<file path="config.mk">
export PLATFORM = sky130hd
export DESIGN_NAME = rcn_front
export DESIGN_NICKNAME = d
export VERILOG_FILES = /design/src/sv/rcn_pkg.sv /design/src/sv/rcn_front.sv
export SDC_FILE = /design/constraint.sdc
export NUM_CORES = 1
export LEC_CHECK = 0
export BUFFER_PORTS_ARGS = -buffer_cell sky130_fd_sc_hd__buf_4
export CELL_PAD_IN_SITES_DETAIL_PLACEMENT = 1
export CELL_PAD_IN_SITES_GLOBAL_PLACEMENT = 1
export CORE_MARGIN = 1
export CORE_UTILIZATION = 50
export DETAILED_ROUTE_END_ITERATION = 7
export HOLD_SLACK_MARGIN = 0.08
export PLACE_DENSITY = 0.81
export SKIP_CTS_REPAIR_TIMING = 1
export SYNTH_ARGS = -nofsm -noshare
export SYNTH_HDL_FRONTEND = slang
export SYNTH_SLANG_ARGS = --single-unit
</file>
<file path="constraint.sdc">
create_clock -name aclk -period 3.52 [get_ports aclk]
set_clock_uncertainty 0.1 [all_clocks]
set_input_delay 0.176 -clock aclk [delete_from_list [all_inputs] [get_ports aclk]]
set_output_delay 0.176 -clock aclk [all_outputs]
set_load 0.01 [all_outputs]
</file>
<file path="src/sv/rcn_pkg.sv">
// Shared types, constants and helpers for the RMS contrast normaliser.
// Used by every module of the block; depends on nothing.
`default_nettype none

package rcn_pkg;

    localparam int MAX_DIM     = 4096;
    localparam int CHANNELS    = 3;
    localparam int CH_W        = 2;
    localparam int DIM_W       = 13;
    localparam int PIX_W       = 16;
    localparam int CNT_W       = 24;
    localparam int N_W         = 25;
    localparam int SUM_W       = 40;
    localparam int SQ_W        = 56;
    localparam int MEAN_W      = SUM_W + 1;
    localparam int INV_W       = 32;
    localparam int PROD_W      = PIX_W + INV_W;
    localparam int OUT_W       = 16;
    localparam int ACC_W       = 82;
    localparam int N2_W        = 49;
    localparam int N2_SHIFT    = 54;
    localparam int DVD_W       = N2_W + N2_SHIFT;
    localparam int ROOT_W      = 64;
    localparam int STEP_W      = 7;
    localparam int MUL_STEPS   = SUM_W;
    localparam int ROOT_STEPS  = ROOT_W / 2;
    localparam int ROUND_SHIFT = 17;
    localparam int FIFO_DEPTH  = 4;
    localparam int FIFO_AW     = 2;
    localparam int CFG_IDX_W   = 2;

    localparam logic [CFG_IDX_W-1:0] REG_WIDTH  = 2'd0;
    localparam logic [CFG_IDX_W-1:0] REG_HEIGHT = 2'd1;

    localparam logic MODE_STATS = 1'b0;
    localparam logic MODE_NORM  = 1'b1;

    typedef struct packed {
        logic             mode;
        logic [PIX_W-1:0] red_in;
        logic [PIX_W-1:0] green_in;
        logic [PIX_W-1:0] blue_in;
    } pixel_in_t;

    typedef struct packed {
        logic signed [OUT_W-1:0] red_out;
        logic signed [OUT_W-1:0] green_out;
        logic signed [OUT_W-1:0] blue_out;
        logic [CHANNELS-1:0]     flat_mask;
        logic                    clipped;
        logic                    not_ready;
    } pixel_out_t;

    typedef struct packed {
        logic             start;
        logic [N_W-1:0]   count;
        logic [SUM_W-1:0] sum;
        logic [SQ_W-1:0]  square_sum;
    } solve_req_t;

    typedef struct packed {
        logic             done;
        logic [PIX_W-1:0] mean;
        logic [INV_W-1:0] inv_sigma;
        logic             zero;
    } solve_rsp_t;

    typedef enum logic [2:0] {
        SV_IDLE, SV_MEAN, SV_MUL, SV_CHECK, SV_DIV, SV_ROOT, SV_DONE
    } solve_state_t;

    typedef enum logic [2:0] {
        EN_IDLE, EN_MUL, EN_FIN, EN_START, EN_WAIT
    } engine_state_t;

    function automatic logic [DIM_W-1:0] clamp_dim(input logic [DIM_W-1:0] v);
        logic [DIM_W-1:0] r;
        if (v == '0) begin
            r = DIM_W'(1);
        end else if (v > DIM_W'(MAX_DIM)) begin
            r = DIM_W'(MAX_DIM);
        end else begin
            r = v;
        end
        return r;
    endfunction

endpackage

`default_nettype wire

</file>
<file path="src/sv/rcn_front.sv">
// Input queue of the normaliser: takes pixel words and holds them for the engine.
// Depends on rcn_pkg.
`default_nettype none

module rcn_front (
    input  wire logic              aclk,
    input  wire logic              aresetn,
    input  wire logic              in_valid,
    output logic                   in_ready,
    input  wire rcn_pkg::pixel_in_t in_data,
    output logic                   out_valid,
    input  wire logic              out_pop,
    output rcn_pkg::pixel_in_t     out_data
);

    rcn_pkg::pixel_in_t               entry_reg [rcn_pkg::FIFO_DEPTH];
    logic [rcn_pkg::FIFO_AW-1:0]      wr_ptr_reg;
    logic [rcn_pkg::FIFO_AW-1:0]      rd_ptr_reg;
    logic [rcn_pkg::FIFO_AW:0]        count_reg;
    logic [rcn_pkg::FIFO_AW:0]        count_next;
    logic                             push;
    logic                             pop;

    assign in_ready  = (count_reg != (rcn_pkg::FIFO_AW+1)'(rcn_pkg::FIFO_DEPTH));
    assign out_valid = (count_reg != '0);
    assign out_data  = entry_reg[rd_ptr_reg];
    assign push      = in_valid && in_ready;
    assign pop       = out_pop && out_valid;

    always_comb begin
        count_next = count_reg;
        if (push && !pop) begin
            count_next = count_reg + 1'b1;
        end else if (pop && !push) begin
            count_next = count_reg - 1'b1;
        end
    end

    always_ff @(posedge aclk) begin
        if (!aresetn) begin
            wr_ptr_reg <= '0;
            rd_ptr_reg <= '0;
            count_reg  <= '0;
        end else begin
            count_reg <= count_next;
            if (push) begin
                wr_ptr_reg <= wr_ptr_reg + 1'b1;
            end
            if (pop) begin
                rd_ptr_reg <= rd_ptr_reg + 1'b1;
            end
        end
    end

    always_ff @(posedge aclk) begin
        if (push) begin
            entry_reg[wr_ptr_reg] <= in_data;
        end
    end

endmodule

`default_nettype wire

</file>
Word level (Yosys, flattened, before mapping)
Memory sizes are Yosys's and may differ from the RTL's. A register that Yosys moved wholly into a read port is not among the register bits.
Cells that the tools add are included.
- equality and inequality tests: 1
- reductions and logical operators: 8
- add/subtract/negate cells: 4
- multiplexer cells: 6
- operators with widths (operator ; number):
    3-bit two-way mux ; 2
    2-bit by 1-bit adder with 2-bit output, second input constant ; 2
    1-bit logical AND ; 4
    2-bit two-way mux ; 2
    3-bit by 1-bit adder with 3-bit output, second input constant ; 1
    3-bit != test, second input constant ; 1
    3-bit nonzero test ; 1
    3-bit by 1-bit subtractor with 3-bit output, second input constant ; 1
    1-bit zero test ; 2
    1-bit two-way mux ; 2
    2-bit nonzero test ; 1
- bits in registers: 7
- input bits: 53
- output and inout port bits: 51
- bits in writable memories: 196
- memories: 1
- logic and storage cells: 23
- memory list (memory ; depth ; width ; rd ports ; clocked after Yosys merged registers in ; write ports ; line ; RTL):
    entry_reg ; 4 ; 49 ; 1 ; 1 ; 1 ; rcn_front.sv:16 ; rcn_pkg::pixel_in_t entry_reg [rcn_pkg::FIFO_DEPTH];

Logic depth before layout (Yosys ltp)
Gate-level depths: netlist of run 1.
- depth after elaboration: 6
- mapped depth: 8

Least setup slack after synthesis of run 1
Ideal clock, no wire load.
- kind: reg2reg
- start: register count_reg[0] in the netlist's numbering
- end: memory entry_reg[0][0] in the netlist's numbering (enable)
- required time: 3.008 ns
- stages on the path, launching flop included: 4
- path buffers: 0
- library setup time: 0.412 ns
- arrival: 1.989 ns
- slack: 1.019 ns
- cell sequence: dfxtp_1 -> nor2_1 -> a21boi_2 -> and2_1
- cells in the longest elaborated chain, start to end: 4
- RTL lines (element ; line ; RTL):
    start: declaration ; rcn_front.sv:19 ; logic [rcn_pkg::FIFO_AW:0] count_reg;
    start signal: assignment ; rcn_front.sv:45 ; count_reg <= count_next;
    3-bit != test ; rcn_front.sv:24 ; assign in_ready = (count_reg != (rcn_pkg::FIFO_AW+1)'(rcn_pkg::FIFO_DEPTH));
    1-bit logical AND ; rcn_front.sv:27 ; assign push = in_valid && in_ready;
    named net push ; rcn_front.sv:21 ; logic push;
    1-bit two-way mux ; rcn_front.sv:56 ; if (push) begin
    1-bit two-way mux (implied by the code) ; rcn_front.sv:57 ; entry_reg[wr_ptr_reg] <= in_data;
    end: declaration ; rcn_front.sv:16 ;
The timed path passes the listed nets, and every way through them passes these cells.

==> results of run 1 <==
[worst paths after layout]
check / start / endpoint / slack [ns] / depth (start not counted)
min: in_valid / wr_ptr_reg[0]$_SDFFE_PN0P_ / 0.08 / 3
max: flop / out_data[38] / 1.03 / 3
min reg2reg: wr_ptr_reg[0]$_SDFFE_PN0P_ / wr_ptr_reg[0]$_SDFFE_PN0P_ / 0.40 / 2
max reg2reg: count_reg[0]$_SDFFE_PN0P_ / count_reg[2]$_SDFFE_PN0P_ / 1.05 / 8
[metrics by stage]
stage / instance area, um2 / total power [mW] / setup WS, ns
global route: 9860 / 7.50 / 0.824
finish: 9860 / 7.23 / 1.03
detailed placement: 8590 / 4.84 / 1.06
CTS: 9360 / 7.27 / 0.965
floorplan: 7570 / 4.13 / 1.02
global placement: 8590 / 4.77 / 1.30
[critical path, stage by stage (launching register included)]
cell,delay [ns]
dfxtp_2,0.55
buf_4,0.55
mux4_2,0.44
buf_4,0.17
[Yosys cell counts, types with 2 or more instances]
| cell | count | area [um2] |
|---|---|---|
| edfxtp_1 | 196 | 5890 |
| xnor2_1 | 3 | 26.3 |
| buf_2 | 2 | 10.0 |
| nand2_1 | 5 | 18.8 |
| dfxtp_1 | 9 | 180 |
| or3_1 | 2 | 12.5 |
| mux4_2 | 47 | 1060 |
| inv_1 | 3 | 11.3 |
| buf_4 | 3 | 22.5 |
| and2_1 | 8 | 50.1 |
| mux4_1 | 2 | 52.6 |
| buf_1 | 3 | 11.3 |
| mux2i_1 | 3 | 30.0 |
| buf_12 | 2 | 40.0 |
| ha_1 | 5 | 62.6 |
[cell families after synthesis]
kind of cell             share of synthesized area
flip-flops                                   0.802
multiplexers                                 0.151
AND/OR/NAND/NOR                             0.0121
buffers and inverters                       0.0146
adder cells (fa/ha/maj)                     0.0109
AO/OA/AOI/OAI                              0.00529
XOR/XNOR                                   0.00463
[layout make-up]
class                      count  area share
inverter                       3     0.00114
clock buffer                  27      0.0629
timing repair buffer         159       0.140
sequential                   205       0.616
tap                          184      0.0233
clock inverter                10      0.0154
multi-input combinational     84       0.141
[where the power goes]
| group | total, mW | switching, mW | internal [mW] |
|---|---|---|---|
| Combinational | 1.68 | 0.743 | 0.934 |
| Clock | 2.41 | 0.878 | 1.54 |
| Sequential | 3.13 | 0.167 | 2.97 |
[layer usage]
metal	up-vias	wire length, um
li1	1621	-
met1	1880	6010
met2	134	8190
met3	16	863
met4	0	197
met5	-	0
==> results.sh, run 1 <==
export IMPL_max_freq_mhz=402
export IMPL_drt_iter0_markers=211
export IMPL_io_pins=104
export IMPL_worst_setup_path_end_kind="primary output"
export IMPL_period_needed_ns=2.49
export IMPL_ctsRootBufferMaster="clkbuf_16"
export IMPL_grt_busiest_layer="met2"
export IMPL_track_usage=0.196
export IMPL_setup_viol=0
export IMPL_whs_ns=0.0799
export IMPL_synth_edff_count=196
export IMPL_required_ns=3.24
export IMPL_violations="DRC"
export IMPL_finalWirelength_mm=15.3
export IMPL_core_mm2=0.0146
export IMPL_antenna_found_initial=0
export IMPL_portBuffers=103
export IMPL_post_dp_hpwl_mm=8.82
export IMPL_seq_area_mm2=0.00607
export IMPL_synth_seq_area_share=0.802
export IMPL_start_kind="flop"
export IMPL_gp_congestion=0.688
export IMPL_clk_insertion_delay_late_ns=0.49
export IMPL_dieWidth_um=125
export IMPL_start_util=0.517
export IMPL_via_per_inst=5.43
export IMPL_post_route_period_util=0.707
export IMPL_drc=20
export IMPL_final_core_util=0.673
export IMPL_final_cell_mix="196 x edfxtp_1, 104 x buf_4, 50 x dlygate4sd3_1"
export IMPL_p_leak_nw=3.40
export IMPL_critPathArrivalTime_ns=2.21
export IMPL_outcome="complete, but fails checks"
export IMPL_ant_nets=0
export IMPL_use_met3=0.0407
export IMPL_hold_violations=0
export IMPL_cts_max_level=1
export IMPL_clock_sinks=205
export IMPL_layout_cells_non_filler=672
export IMPL_dp_cells=585
export IMPL_layout_nets=534
export IMPL_power_density_mw_per_mm2=733
export IMPL_die_y_um=125
export IMPL_synthArstFlopShare=0
export IMPL_wl_per_cell_um=22.7
export IMPL_grtUsageMet1=0.247
export IMPL_diodes=0
export IMPL_vias=3651
export IMPL_fillCellCount=1188
export IMPL_ys_seq_elements=205
export IMPL_dieArea_mm2=0.0156
export IMPL_cts_buffers=22
export IMPL_largest_reg_flops=196
export IMPL_yosys_warnings=0
export IMPL_syn_area_mm2=0.00757
export IMPL_tightest_slew_ns=0.607
export IMPL_final_common_cell="edfxtp_1"
export IMPL_syn_num_nets=363
export IMPL_multi_input_area_mm2=0.00140
export IMPL_drive_above_1_share=0.400
export IMPL_fin_setup_tns_ns=0
export IMPL_netlist_cell_type_count=26
export IMPL_first_pass_iters=6
export IMPL_maxCapViolCount=0
export IMPL_globalRoute_totalOverflow=0
export IMPL_cp_max_fo=37
export IMPL_slew_headroom=0.596
export IMPL_grt_max_degree=38
export IMPL_avgSynthCellArea_um2=24.9
export IMPL_peakVddDrop_v=0.000451
export IMPL_cts_tree="done"
export IMPL_rows=44
export IMPL_crit_type="reg -> out"
export IMPL_synth_top_flop_cell="edfxtp_1"
export IMPL_synthCells=304
export IMPL_cts_buffer_depth=3
export IMPL_clk_pin_slew_ns=0.06
export IMPL_maxSlewViolCount=0
export IMPL_areaGrowthSynthToFinish_pct=30.3
export IMPL_grt_pass1_wl_mm=22.5
export IMPL_hold_class="in -> reg"
export IMPL_rsz0062_at_grt="false"
export IMPL_first_global_vias=3918
export IMPL_grtUsageMet2=0.346
(Power assumes the default switching activity.)
==> inputs of run 2 (changes only) <==
==> constraint.sdc (replaced) <==
create_clock -name aclk -period 2.5 [get_ports aclk]
set_clock_uncertainty 0.1 [all_clocks]
set_input_delay 0.125 -clock aclk [delete_from_list [all_inputs] [get_ports aclk]]
set_output_delay 0.125 -clock aclk [all_outputs]
set_load 0.01 [all_outputs]
==> run 2 against run 1 <==
The run still ends with DRC left. Routed wire length increased by 3.2%. Sequential power increased by 38%. Die area did not move. Hold slack improved by 0.012 ns. Largest power group unchanged.
==> results.sh, run 2 (same netlist as run 1, synthesis figures left out) <==
export IMPL_outcome="complete, but fails checks"
export IMPL_violations="DRC"
export IMPL_finalWirelength_mm=15.7
export IMPL_drc=26
export IMPL_wl_per_cell_um=23.2
export IMPL_dieWidth_um=125
export IMPL_first_global_vias=3981
export IMPL_tightest_slew_ns=0.481
export IMPL_rsz0062_at_grt="false"
export IMPL_final_core_util=0.673
export IMPL_max_freq_mhz=423
export IMPL_placed_area_mm2=0.00869
export IMPL_rows=44
export IMPL_gp_congestion=0.699
export IMPL_pre_cts_slack_ns=0.0932
export IMPL_clock_sinks=205
export IMPL_drt_iter0_markers=186
export IMPL_fin_setup_tns_ns=0
export IMPL_start_kind="flop"
export IMPL_setup_slack_ns=0.138
export IMPL_areaGrowthSynthToFinish_pct=30.2
export IMPL_power_density_mw_per_mm2=997
export IMPL_p_leak_nw=3.39
export IMPL_peakVddDrop_v=0.000673
export IMPL_core_mm2=0.0146
export IMPL_first_pass_iters=6
export IMPL_clk_pin_slew_ns=0.06
export IMPL_die_y_um=125
export IMPL_via_per_inst=5.46
export IMPL_diodes=0
export IMPL_dieArea_mm2=0.0156
export IMPL_portBuffers=103
export IMPL_start_util=0.517
export IMPL_clk_insertion_delay_late_ns=0.48
export IMPL_track_usage=0.199
export IMPL_drive_above_1_share=0.402
export IMPL_vias=3710
export IMPL_cts_max_level=1
export IMPL_hold_class="in -> reg"
export IMPL_cp_max_fo=6
export IMPL_globalRoute_totalOverflow=0
export IMPL_largest_reg_flops=196
export IMPL_period_needed_ns=2.36
export IMPL_maxCapViolCount=0
export IMPL_cts_buffers=21
export IMPL_layout_nets=541
export IMPL_setup_viol=0
export IMPL_ant_nets=0
export IMPL_critPathArrivalTime_ns=2.68
export IMPL_cts_tree="done"
export IMPL_maxSlewViolCount=0
export IMPL_worst_setup_path_end_kind="flop"
export IMPL_hold_depth=4
export IMPL_slew_headroom=0.679
export IMPL_post_dp_hpwl_mm=9.83
export IMPL_post_route_period_util=0.945
export IMPL_grt_pass1_wl_mm=22.9
export IMPL_final_cell_mix="196 x edfxtp_1, 107 x buf_4, 51 x dlygate4sd3_1"
export IMPL_layout_cells_non_filler=679
export IMPL_crit_type="reg -> reg"
export IMPL_antenna_found_initial=0
export IMPL_cts_buffer_depth=3
export IMPL_worst_r2r_cell_count=7
export IMPL_io_pins=104
export IMPL_final_common_cell="edfxtp_1"
export IMPL_required_ns=2.81
export IMPL_grt_max_degree=34
export IMPL_final_cell_area_mm2=0.00985
export IMPL_dp_cells=592
export IMPL_ctsRootBufferMaster="clkbuf_16"
export IMPL_hold_violations=0
run 2: cell count changes in the layout (fill, tap and decap cells not counted), moves of 2 or more:
cell / delta
clkinv_2: +3
bufinv_16: -2
clkbuf_8: -3
clkbuf_1: +2
clkbuf_16: -2
buf_12: +4
buf_4: +3
run 2: area by class of cell:
type / count / area (um2)
Inverter: 3 / 11.3
Tap cell: 184 / 230
Multi-Input combinational cell: 84 / 1400
Sequential cell: 205 / 6070
Fill cell: 1190 / 4790
Timing Repair Buffer: 167 / 1490
Clock buffer: 24 / 537
Clock inverter: 12 / 106
run 2: worst paths after layout:
kind / start / end / slack, ns
worst min-delay path: in_valid / wr_ptr_reg[1]$_SDFFE_PN0P_ / 0.09
worst max-delay path: count_reg[1]$_SDFFE_PN0P_ / count_reg[2]$_SDFFE_PN0P_ / 0.14
worst min register to register: wr_ptr_reg[1]$_SDFFE_PN0P_ / wr_ptr_reg[1]$_SDFFE_PN0P_ / 0.42
worst max register to register: count_reg[1]$_SDFFE_PN0P_ / count_reg[2]$_SDFFE_PN0P_ / 0.14
run 2: per-layer routing:
layer,track usage,wire [um]
met2,0.359,8410
met5,0,0
met1,0.246,6440
met3,0.0441,720
met4,0.0466,180
run 2: worst max-delay path: stages, from the launching register on:
cell	delay, ns
dfxtp_1	0.38
o31ai_2	0.38
ha_1	0.28
inv_1	0.08
fa_1	0.40
xor2_1	0.17
or3_1	0.33
a21boi_0	0.16
run 2: through the flow:
stage	total power, mW	hold slack, ns
5_1_grt	10.2	0.0889
2_1_floorplan	5.81	0.124
3_5_place_dp	6.93	0.227
4_1_cts	9.87	-0.278
3_3_place_gp	6.81	0.224
6_report	9.82	0.0923
run 2: power breakdown:
| group | total (mW) | switching [mW] | internal (mW) |
|---|---|---|---|
| sequential | 4.33 | 0.151 | 4.18 |
| combinational | 2.57 | 1.18 | 1.39 |
| clock | 2.93 | 1.19 | 1.74 |
