File: config.mk
export PLATFORM = sky130hd
export DESIGN_NAME = rcn_solver
export DESIGN_NICKNAME = d
export VERILOG_FILES = /design/src/sv/rcn_pkg.sv /design/src/sv/rcn_solver.sv
export SDC_FILE = /design/constraint.sdc
export NUM_CORES = 2
export LEC_CHECK = 0
export BUFFER_PORTS_ARGS = -buffer_cell sky130_fd_sc_hd__buf_2
export CAP_MARGIN = 40
export CORE_MARGIN = 3
export CORE_UTILIZATION = 45
export DETAILED_ROUTE_END_ITERATION = 8
export GPL_ROUTABILITY_DRIVEN = 1
export GPL_TIMING_DRIVEN = 0
export PLACE_DENSITY = 0.73
export RECOVER_POWER = 100
export SLEW_MARGIN = 20
export SYNTH_ARGS = -nofsm -noshare
export SYNTH_HDL_FRONTEND = slang
export SYNTH_SLANG_ARGS = --single-unit
File: constraint.sdc
create_clock -name aclk -period 12.7 [get_ports aclk]
set_input_delay 3.81 -clock aclk [delete_from_list [all_inputs] [get_ports aclk]]
set_output_delay 3.81 -clock aclk [all_outputs]
set_load 0.05 [all_outputs]
File: src/sv/rcn_pkg.sv
// Shared types, constants and helpers for the RMS contrast normaliser.
// Used by every module of the block; depends on nothing.
`default_nettype none

package rcn_pkg;

    localparam int MAX_DIM     = 4096;
    localparam int CHANNELS    = 3;
    localparam int CH_W        = 2;
    localparam int DIM_W       = 13;
    localparam int PIX_W       = 16;
    localparam int CNT_W       = 24;
    localparam int N_W         = 25;
    localparam int SUM_W       = 40;
    localparam int SQ_W        = 56;
    localparam int MEAN_W      = SUM_W + 1;
    localparam int INV_W       = 32;
    localparam int PROD_W      = PIX_W + INV_W;
    localparam int OUT_W       = 16;
    localparam int ACC_W       = 82;
    localparam int N2_W        = 49;
    localparam int N2_SHIFT    = 54;
    localparam int DVD_W       = N2_W + N2_SHIFT;
    localparam int ROOT_W      = 64;
    localparam int STEP_W      = 7;
    localparam int MUL_STEPS   = SUM_W;
    localparam int ROOT_STEPS  = ROOT_W / 2;
    localparam int ROUND_SHIFT = 17;
    localparam int FIFO_DEPTH  = 4;
    localparam int FIFO_AW     = 2;
    localparam int CFG_IDX_W   = 2;

    localparam logic [CFG_IDX_W-1:0] REG_WIDTH  = 2'd0;
    localparam logic [CFG_IDX_W-1:0] REG_HEIGHT = 2'd1;

    localparam logic MODE_STATS = 1'b0;
    localparam logic MODE_NORM  = 1'b1;

    typedef struct packed {
        logic             mode;
        logic [PIX_W-1:0] red_in;
        logic [PIX_W-1:0] green_in;
        logic [PIX_W-1:0] blue_in;
    } pixel_in_t;

    typedef struct packed {
        logic signed [OUT_W-1:0] red_out;
        logic signed [OUT_W-1:0] green_out;
        logic signed [OUT_W-1:0] blue_out;
        logic [CHANNELS-1:0]     flat_mask;
        logic                    clipped;
        logic                    not_ready;
    } pixel_out_t;

    typedef struct packed {
        logic             start;
        logic [N_W-1:0]   count;
        logic [SUM_W-1:0] sum;
        logic [SQ_W-1:0]  square_sum;
    } solve_req_t;

    typedef struct packed {
        logic             done;
        logic [PIX_W-1:0] mean;
        logic [INV_W-1:0] inv_sigma;
        logic             zero;
    } solve_rsp_t;

    typedef enum logic [2:0] {
        SV_IDLE, SV_MEAN, SV_MUL, SV_CHECK, SV_DIV, SV_ROOT, SV_DONE
    } solve_state_t;

    typedef enum logic [2:0] {
        EN_IDLE, EN_MUL, EN_FIN, EN_START, EN_WAIT
    } engine_state_t;

    function automatic logic [DIM_W-1:0] clamp_dim(input logic [DIM_W-1:0] v);
        logic [DIM_W-1:0] r;
        if (v == '0) begin
            r = DIM_W'(1);
        end else if (v > DIM_W'(MAX_DIM)) begin
            r = DIM_W'(MAX_DIM);
        end else begin
            r = v;
        end
        return r;
    endfunction

endpackage

`default_nettype wire

File: src/sv/rcn_solver.sv
// Frame-end statistics unit: mean, variance numerator and reciprocal sigma of one channel.
// Shift-add multiplier, restoring divider and digit-by-digit square root. Depends on rcn_pkg.
`default_nettype none

module rcn_solver (
    input  wire logic               aclk,
    input  wire logic               aresetn,
    input  wire rcn_pkg::solve_req_t req,
    output rcn_pkg::solve_rsp_t      rsp
);

    rcn_pkg::solve_state_t             state_reg;
    rcn_pkg::solve_state_t             state_next;
    logic [rcn_pkg::STEP_W-1:0]        step_reg;
    logic [rcn_pkg::N_W-1:0]           n_reg;
    logic [rcn_pkg::SUM_W-1:0]         s1_reg;
    logic [rcn_pkg::SQ_W-1:0]          s2_reg;
    logic [rcn_pkg::DVD_W-1:0]         dvd_reg;
    logic [rcn_pkg::ACC_W-1:0]         dvs_reg;
    logic [rcn_pkg::ACC_W-1:0]         rem_reg;
    logic [rcn_pkg::DVD_W-1:0]         quo_reg;
    logic [rcn_pkg::ACC_W-1:0]         a_reg;
    logic [rcn_pkg::ACC_W-1:0]         b_reg;
    logic [rcn_pkg::SUM_W-1:0]         mpn_reg;
    logic [rcn_pkg::SUM_W-1:0]         mps_reg;
    logic [rcn_pkg::N2_W-1:0]          n2_reg;
    logic [rcn_pkg::PIX_W-1:0]         mean_reg;
    logic [rcn_pkg::INV_W-1:0]         inv_reg;
    logic                              zero_reg;
    logic                              sat_reg;
    logic [rcn_pkg::ROOT_W-1:0]        rv_reg;
    logic [rcn_pkg::ROOT_W-1:0]        rres_reg;
    logic [rcn_pkg::ROOT_W-1:0]        rbit_reg;

    logic [rcn_pkg::ACC_W:0]           rem_sh;
    logic                              div_ge;
    logic [rcn_pkg::ACC_W-1:0]         rem_next;
    logic [rcn_pkg::DVD_W-1:0]         quo_next;
    logic [rcn_pkg::ACC_W-1:0]         a_next;
    logic [rcn_pkg::ACC_W-1:0]         b_next;
    logic [rcn_pkg::ROOT_W-1:0]        root_t;
    logic                              root_ge;
    logic [rcn_pkg::ROOT_W-1:0]        rv_next;
    logic [rcn_pkg::ROOT_W-1:0]        rres_next;
    logic [rcn_pkg::MEAN_W-1:0]        sum_half;
    logic                              last_step;

    assign last_step = (step_reg == '0);
    assign sum_half  = rcn_pkg::MEAN_W'(req.sum) + rcn_pkg::MEAN_W'(req.count >> 1);

    always_comb begin
        rem_sh   = {rem_reg, dvd_reg[rcn_pkg::DVD_W-1]};
        div_ge   = (rem_sh >= {1'b0, dvs_reg});
        rem_next = div_ge ? rcn_pkg::ACC_W'(rem_sh - {1'b0, dvs_reg})
                          : rem_sh[rcn_pkg::ACC_W-1:0];
        quo_next = {quo_reg[rcn_pkg::DVD_W-2:0], div_ge};

        a_next = {a_reg[rcn_pkg::ACC_W-2:0], 1'b0}
               + (mpn_reg[rcn_pkg::SUM_W-1] ? rcn_pkg::ACC_W'(s2_reg) : '0);
        b_next = {b_reg[rcn_pkg::ACC_W-2:0], 1'b0}
               + (mps_reg[rcn_pkg::SUM_W-1] ? rcn_pkg::ACC_W'(s1_reg) : '0);

        root_t    = rres_reg + rbit_reg;
        root_ge   = (rv_reg >= root_t);
        rv_next   = root_ge ? rv_reg - root_t : rv_reg;
        rres_next = root_ge ? (rres_reg >> 1) + rbit_reg : rres_reg >> 1;
    end

    always_comb begin
        state_next = state_reg;
        case (state_reg)
            rcn_pkg::SV_IDLE: begin
                if (req.start) begin
                    state_next = rcn_pkg::SV_MEAN;
                end
            end
            rcn_pkg::SV_MEAN: begin
                if (last_step) begin
                    state_next = rcn_pkg::SV_MUL;
                end
            end
            rcn_pkg::SV_MUL: begin
                if (last_step) begin
                    state_next = rcn_pkg::SV_CHECK;
                end
            end
            rcn_pkg::SV_CHECK: begin
                state_next = (a_reg <= b_reg) ? rcn_pkg::SV_DONE : rcn_pkg::SV_DIV;
            end
            rcn_pkg::SV_DIV: begin
                if (last_step) begin
                    state_next = rcn_pkg::SV_ROOT;
                end
            end
            rcn_pkg::SV_ROOT: begin
                if (last_step) begin
                    state_next = rcn_pkg::SV_DONE;
                end
            end
            rcn_pkg::SV_DONE: begin
                state_next = rcn_pkg::SV_IDLE;
            end
            default: begin
                state_next = rcn_pkg::SV_IDLE;
            end
        endcase
    end

    always_ff @(posedge aclk) begin
        if (!aresetn) begin
            state_reg <= rcn_pkg::SV_IDLE;
        end else begin
            state_reg <= state_next;
        end
    end

    always_ff @(posedge aclk) begin
        case (state_reg)
            rcn_pkg::SV_IDLE: begin
                n_reg    <= req.count;
                s1_reg   <= req.sum;
                s2_reg   <= req.square_sum;
                dvd_reg  <= {sum_half, {(rcn_pkg::DVD_W-rcn_pkg::MEAN_W){1'b0}}};
                dvs_reg  <= rcn_pkg::ACC_W'(req.count);
                rem_reg  <= '0;
                quo_reg  <= '0;
                step_reg <= rcn_pkg::STEP_W'(rcn_pkg::MEAN_W - 1);
            end
            rcn_pkg::SV_MEAN: begin
                rem_reg  <= rem_next;
                quo_reg  <= quo_next;
                dvd_reg  <= dvd_reg << 1;
                step_reg <= step_reg - 1'b1;
                if (last_step) begin
                    mean_reg <= (|quo_next[rcn_pkg::MEAN_W-1:rcn_pkg::PIX_W])
                              ? '1 : quo_next[rcn_pkg::PIX_W-1:0];
                    a_reg    <= '0;
                    b_reg    <= '0;
                    mpn_reg  <= rcn_pkg::SUM_W'(n_reg);
                    mps_reg  <= s1_reg;
                    n2_reg   <= rcn_pkg::N2_W'(n_reg) * rcn_pkg::N2_W'(n_reg);
                    step_reg <= rcn_pkg::STEP_W'(rcn_pkg::MUL_STEPS - 1);
                end
            end
            rcn_pkg::SV_MUL: begin
                a_reg    <= a_next;
                b_reg    <= b_next;
                mpn_reg  <= mpn_reg << 1;
                mps_reg  <= mps_reg << 1;
                step_reg <= step_reg - 1'b1;
            end
            rcn_pkg::SV_CHECK: begin
                zero_reg <= (a_reg <= b_reg);
                inv_reg  <= '0;
                dvs_reg  <= a_reg - b_reg;
                dvd_reg  <= {n2_reg, {rcn_pkg::N2_SHIFT{1'b0}}};
                rem_reg  <= '0;
                quo_reg  <= '0;
                step_reg <= rcn_pkg::STEP_W'(rcn_pkg::DVD_W - 1);
            end
            rcn_pkg::SV_DIV: begin
                rem_reg  <= rem_next;
                quo_reg  <= quo_next;
                dvd_reg  <= dvd_reg << 1;
                step_reg <= step_reg - 1'b1;
                if (last_step) begin
                    sat_reg  <= |quo_next[rcn_pkg::DVD_W-1:rcn_pkg::ROOT_W];
                    rv_reg   <= quo_next[rcn_pkg::ROOT_W-1:0];
                    rres_reg <= '0;
                    rbit_reg <= rcn_pkg::ROOT_W'(1) << (rcn_pkg::ROOT_W - 2);
                    step_reg <= rcn_pkg::STEP_W'(rcn_pkg::ROOT_STEPS - 1);
                end
            end
            rcn_pkg::SV_ROOT: begin
                rv_reg   <= rv_next;
                rres_reg <= rres_next;
                rbit_reg <= rbit_reg >> 2;
                step_reg <= step_reg - 1'b1;
                if (last_step) begin
                    inv_reg <= sat_reg ? '1 : rres_next[rcn_pkg::INV_W-1:0];
                end
            end
            default: begin
                step_reg <= step_reg;
            end
        endcase
    end

    assign rsp.done      = (state_reg == rcn_pkg::SV_DONE);
    assign rsp.mean      = mean_reg;
    assign rsp.inv_sigma = inv_reg;
    assign rsp.zero      = zero_reg;

endmodule

`default_nettype wire

After elaboration in Yosys (flattened, before gate mapping) --
Index checks and enable logic that the tools add are counted.
Storage, ports and cells: latch bits 0, register bits 1035, memories 0, ROM bits 0, output and inout bits 50, memory bits (writable) 0
Operators by class: divide/modulo/power cells 0, eq/ne operators 12, bitwise operators 0, multipliers 1, shifts and indexed selects 0, $lt $le $gt $ge 3, reduce and logical (&&, ||, !) cells 21, muxes and demuxes 35, add/subtract/negate cells 9
Operator list (count):
- $pmux 82 s2 | 4
- $pmux 64 s2 | 3
- $mux 64 | 5
- $pmux 103 s3 | 1
- $pmux 102 s2 | 1
- $mux 82 | 2
- $sub 82x82->82 | 2
- $pmux 40 s2 | 2
- $mux 40 | 3
- $ge 83x82->1 | 1
- $add 82x40->82 | 1
- $add 82x56->82 | 1
- $le 82x82->1 | 1
- $add 63x64->64 | 1
- $add 64x64->64 | 1
- $ge 64x64->1 | 1
- $mux 32 | 2
- $pmux 32 s2 | 1
- $sub 64x64->64 | 1
- $mux 56 | 1
- $mul 25x25->49 | 1
- $add 40x24->41 | 1
- $reduce_or 39->1 | 1
- $pmux 7 s5 | 1
- 19 further kinds | 42

Logic depth before layout (Yosys ltp) --
depth in word-level cells 6, mapped depth 30

Least setup slack after synthesis --
Ideal clock, no wire load.
kind flip-flop to flip-flop, from register state_reg[0], to register dvd_reg[100] (netlist bit) (enable), setup time 925 ps, setup slack -1057 ps, data arrival time 12832 ps, path buffers 3, cell stages (with the launch flop) 5, period minus slack after synthesis 13757 ps, required time 11775 ps, cell sequence dfxtp_1 clkbuf_1 clkbuf_1 clkbuf_1 mux2i_1
Between the ends: cells in the longest elaborated chain, start to end 3, elaborated cells on any way between the ends 6, classes of those cells 3 x eq/ne; 3 x reduce/logical
RTL lines:
- start: declaration | RTL line rcn_solver.sv:12 | rcn_pkg::solve_state_t state_reg;
- start signal: assignment | RTL line rcn_solver.sv:111 | state_reg <= rcn_pkg::SV_IDLE;
- start signal: assignment | RTL line rcn_solver.sv:113 | state_reg <= state_next;
- $eq 3x3->1 / $eq 3x1->1 (equally long branches) | RTL line rcn_solver.sv:118 | case (state_reg)
- $reduce_or 2->1 (no line)
- $reduce_bool 3->1 (no line) *
- end signal: assignment | RTL line rcn_solver.sv:123 | dvd_reg <= {sum_half, {(rcn_pkg::DVD_W-rcn_pkg::MEAN_W){1'b0}}};
- end signal: assignment | RTL line rcn_solver.sv:132 | dvd_reg <= dvd_reg << 1;
- end signal: assignment | RTL line rcn_solver.sv:156 | dvd_reg <= {n2_reg, {rcn_pkg::N2_SHIFT{1'b0}}};
- end: declaration | RTL line rcn_solver.sv:18 | logic [rcn_pkg::DVD_W-1:0] dvd_reg;
Mark *: on every way between the ends. The rest lies on a longest branch, timed or not. A chain may end at the register's enable or synchronous reset.

Worst setup path in the final report --
from register rres_reg[2] (netlist bit), to register rv_reg[38] (netlist bit) (enable)
Between the ends: cells in the longest elaborated chain, start to end 4
RTL lines:
- start: declaration | RTL line rcn_solver.sv:32 | logic [rcn_pkg::ROOT_W-1:0] rres_reg;
- start signal: assignment | RTL line rcn_solver.sv:176 | rres_reg <= rres_next;
- $add 64x64->64 | RTL line rcn_solver.sv:63 | root_t = rres_reg + rbit_reg;
- $ge 64x64->1 | RTL line rcn_solver.sv:64 | root_ge = (rv_reg >= root_t);
- $ne 2x2->1 (no line)
- $reduce_and 3->1 (no line)
- end signal: assignment | RTL line rcn_solver.sv:168 | rv_reg <= quo_next[rcn_pkg::ROOT_W-1:0];
- end signal: assignment | RTL line rcn_solver.sv:175 | rv_reg <= rv_next;
- end: declaration | RTL line rcn_solver.sv:31 | logic [rcn_pkg::ROOT_W-1:0] rv_reg;
No other way between the ends.

==> metrics.csv <==
metric,value,unit
status,"complete, but fails checks",
violations,"capacitance limit, slew limit",
vias_per_cell,5.79,
numClockSinks,948,
synthArstFlopShare,0,
finalWorstSetupSlack,2.00,ns
overflow,0,
finalCritPeriodShare,0.843,
dieHeight,428,um
startpoint_type,flop,
nNetsFinal,9988,
start_util,0.454,
wl,239000,um
design_area,87900,um2
synth_seq_area_share,0.354,
max-cap-violations,13,
place_ws,3.20,ns
setup_viol,0,
grt_pass1_wl,368000,um
drc_errors,0,
clock_skew,0.0288,ns
power-per-cell-area,308,nW/um2
track_usage,0.255,
crit_type,flop to flop,
die-area,183000,um2
ys_types,96,
numCtsBuffers,107,
arrival,11.22,ns
drtPass1Iterations,9,
cts_root_buffer,clkbuf_16,
vias,65000,
endpoint_kind,flop,
worstMarginPinSlew,3.25,ns
grt_max_degree,54,
slowest_delay,2.08,ns
io_buffers,173,
worst_hold_slack,0.510,ns
die_w,428,um
drt-initial-drc-count,6895,
max_slew_margin,-1.17,
antenna_found_initial,11,
syn_nets,9629,
yosysWarnings,0,
clockBufferDepth,3,
cts_tree,built,
final_layout_size_suffix_gt1_frac,0.0354,
area_delta_synth_final,9.61,%
place_area,85200,um2
p_total,27.1,mW
finalHoldViolations,0,
ant_nets,0,
ys.flop_type,edfxtp_1,
synth_edf_count,945,
critPathMaxFanout,25,
rows,154,
design.core.area,177000,um2
worstPathRequired,13.21,ns
syn_area_per_cell,9.52,um2
maxSlewViolCount,389,
crit_top_cell,a21o_1,
grt_pass1_vias,64400,
fmax,0.0934,GHz
place_congestion,0.991,
ios,174,
leakagePower,38.8,nW
post_cts_buffers,0,
cts_hold_buf,0,
synth-seq-cells,948,
clock_latency,0.77,ns
rsz0062_at_grt,no,
cts_htree_levels,3,
postSynthCellCount,8427,
clk_pin_slew,0.06,ns
layout.cells.most_common_list,"967 x inv_1, 945 x edfxtp_1, 899 x nand2_1",
synth_area,80200,um2
hp-class,flop to flop,
critPathSlowestCell,a2111oi_0,
utilization,0.498,
ir_worst_vdd,1770,uV
final_common_cell,inv_1,
routedWlPerCell,21.3,um
largest_reg_flops,102,
dp_hpwl,190000,um
period_minus_slack,10.70,ns
cts_resized,0,
## cell usage after synthesis, types with 52 or more instances
cell | count | area (um2)
a21oi_1 | 548 | 2740
a21o_1 | 265 | 1990
and3_1 | 133 | 832
nor3_1 | 104 | 521
xnor2_1 | 302 | 2650
clkbuf_1 | 314 | 1180
xor2_1 | 239 | 2090
a211oi_1 | 69 | 518
edfxtp_1 | 945 | 28400
o21a_1 | 60 | 450
nor2_1 | 574 | 2150
a31oi_1 | 94 | 588
fa_1 | 483 | 9670
o21bai_1 | 71 | 533
o21ai_0 | 434 | 2170
and2_1 | 354 | 2210
ha_1 | 595 | 7440
nand3_1 | 123 | 616
or3_1 | 55 | 344
nand2_1 | 899 | 3370
nand4_1 | 102 | 638
inv_1 | 967 | 3630
nand2b_1 | 52 | 325
nor2b_1 | 71 | 444
## routing by layer
metal | vias up | GRT usage | wire length (um)
met5 | - | 0 | 13
met4 | 2 | 0.118 | 12800
met2 | 2849 | 0.407 | 108000
met3 | 578 | 0.0432 | 20200
li1 | 30100 | - | -
met1 | 31500 | 0.340 | 98000
## path summary, 6_finish.rpt
kind,start,end,slack [ns],depth (start not counted)
worst min register to register,mps_reg[36]$_DFFE_PP_,mps_reg[37]$_DFFE_PP_,0.51,2
worst max register to register,rres_reg[2]$_SDFFCE_PN0P_,rv_reg[38]$_DFFE_PP_,2.00,26
worst min-delay path,mps_reg[36]$_DFFE_PP_,mps_reg[37]$_DFFE_PP_,0.51,2
worst max-delay path,rres_reg[2]$_SDFFCE_PN0P_,rv_reg[38]$_DFFE_PP_,2.00,26
## metrics by stage
step	setup TNS (ns)	cells
finish	0	11200
global route	0	11200
CTS	0	11200
detailed placement	0	11000
global placement	-597.89	10900
floorplan	0	8427
## worst max-delay path, delay by kind of cell, from the launching register on
family,cells,cell delay [ns]
buf+inv,4,1.43
simple gates,2,0.29
fa+ha+maj,2,0.63
flops,1,0.46
xor+xnor,1,0.15
compound gates,17,7.48
## final cells by class
class / instances / area [um2]
Fill cell: 16200 / 88800
Multi-Input combinational cell: 6173 / 46700
Sequential cell: 948 / 28400
Inverter: 969 / 3640
Tap cell: 2340 / 2930
Clock buffer: 124 / 2740
Timing Repair Buffer: 250 / 1280
Buffer: 337 / 1270
Clock inverter: 76 / 908
Antenna cell: 5 / 12.5
## report_power, final
group | internal [mW] | switching, mW | total [mW] | leakage, nW
Sequential | 4.47 | 0.0855 | 4.56 | 9.23
Clock | 1.89 | 1.40 | 3.28 | 1.76
Combinational | 7.42 | 11.8 | 19.3 | 27.8
## kinds of logic (layout without fill, tap and decap cells)
kind of cell / Yosys count / in the layout / synth area share
muxes: 18 / 18 / 0.00228
buffers and inverters: 1306 / 1756 / 0.0618
other: 0 / 5 / 0
DFF: 948 / 948 / 0.354
and+or+nand+nor: 2606 / 2606 / 0.156
AOI/OAI and AO/OA: 1930 / 1930 / 0.153
xor gates and xnor gates: 541 / 541 / 0.0591
adders and majority gates: 1078 / 1078 / 0.213
Power figures use the tool's default switching activity.
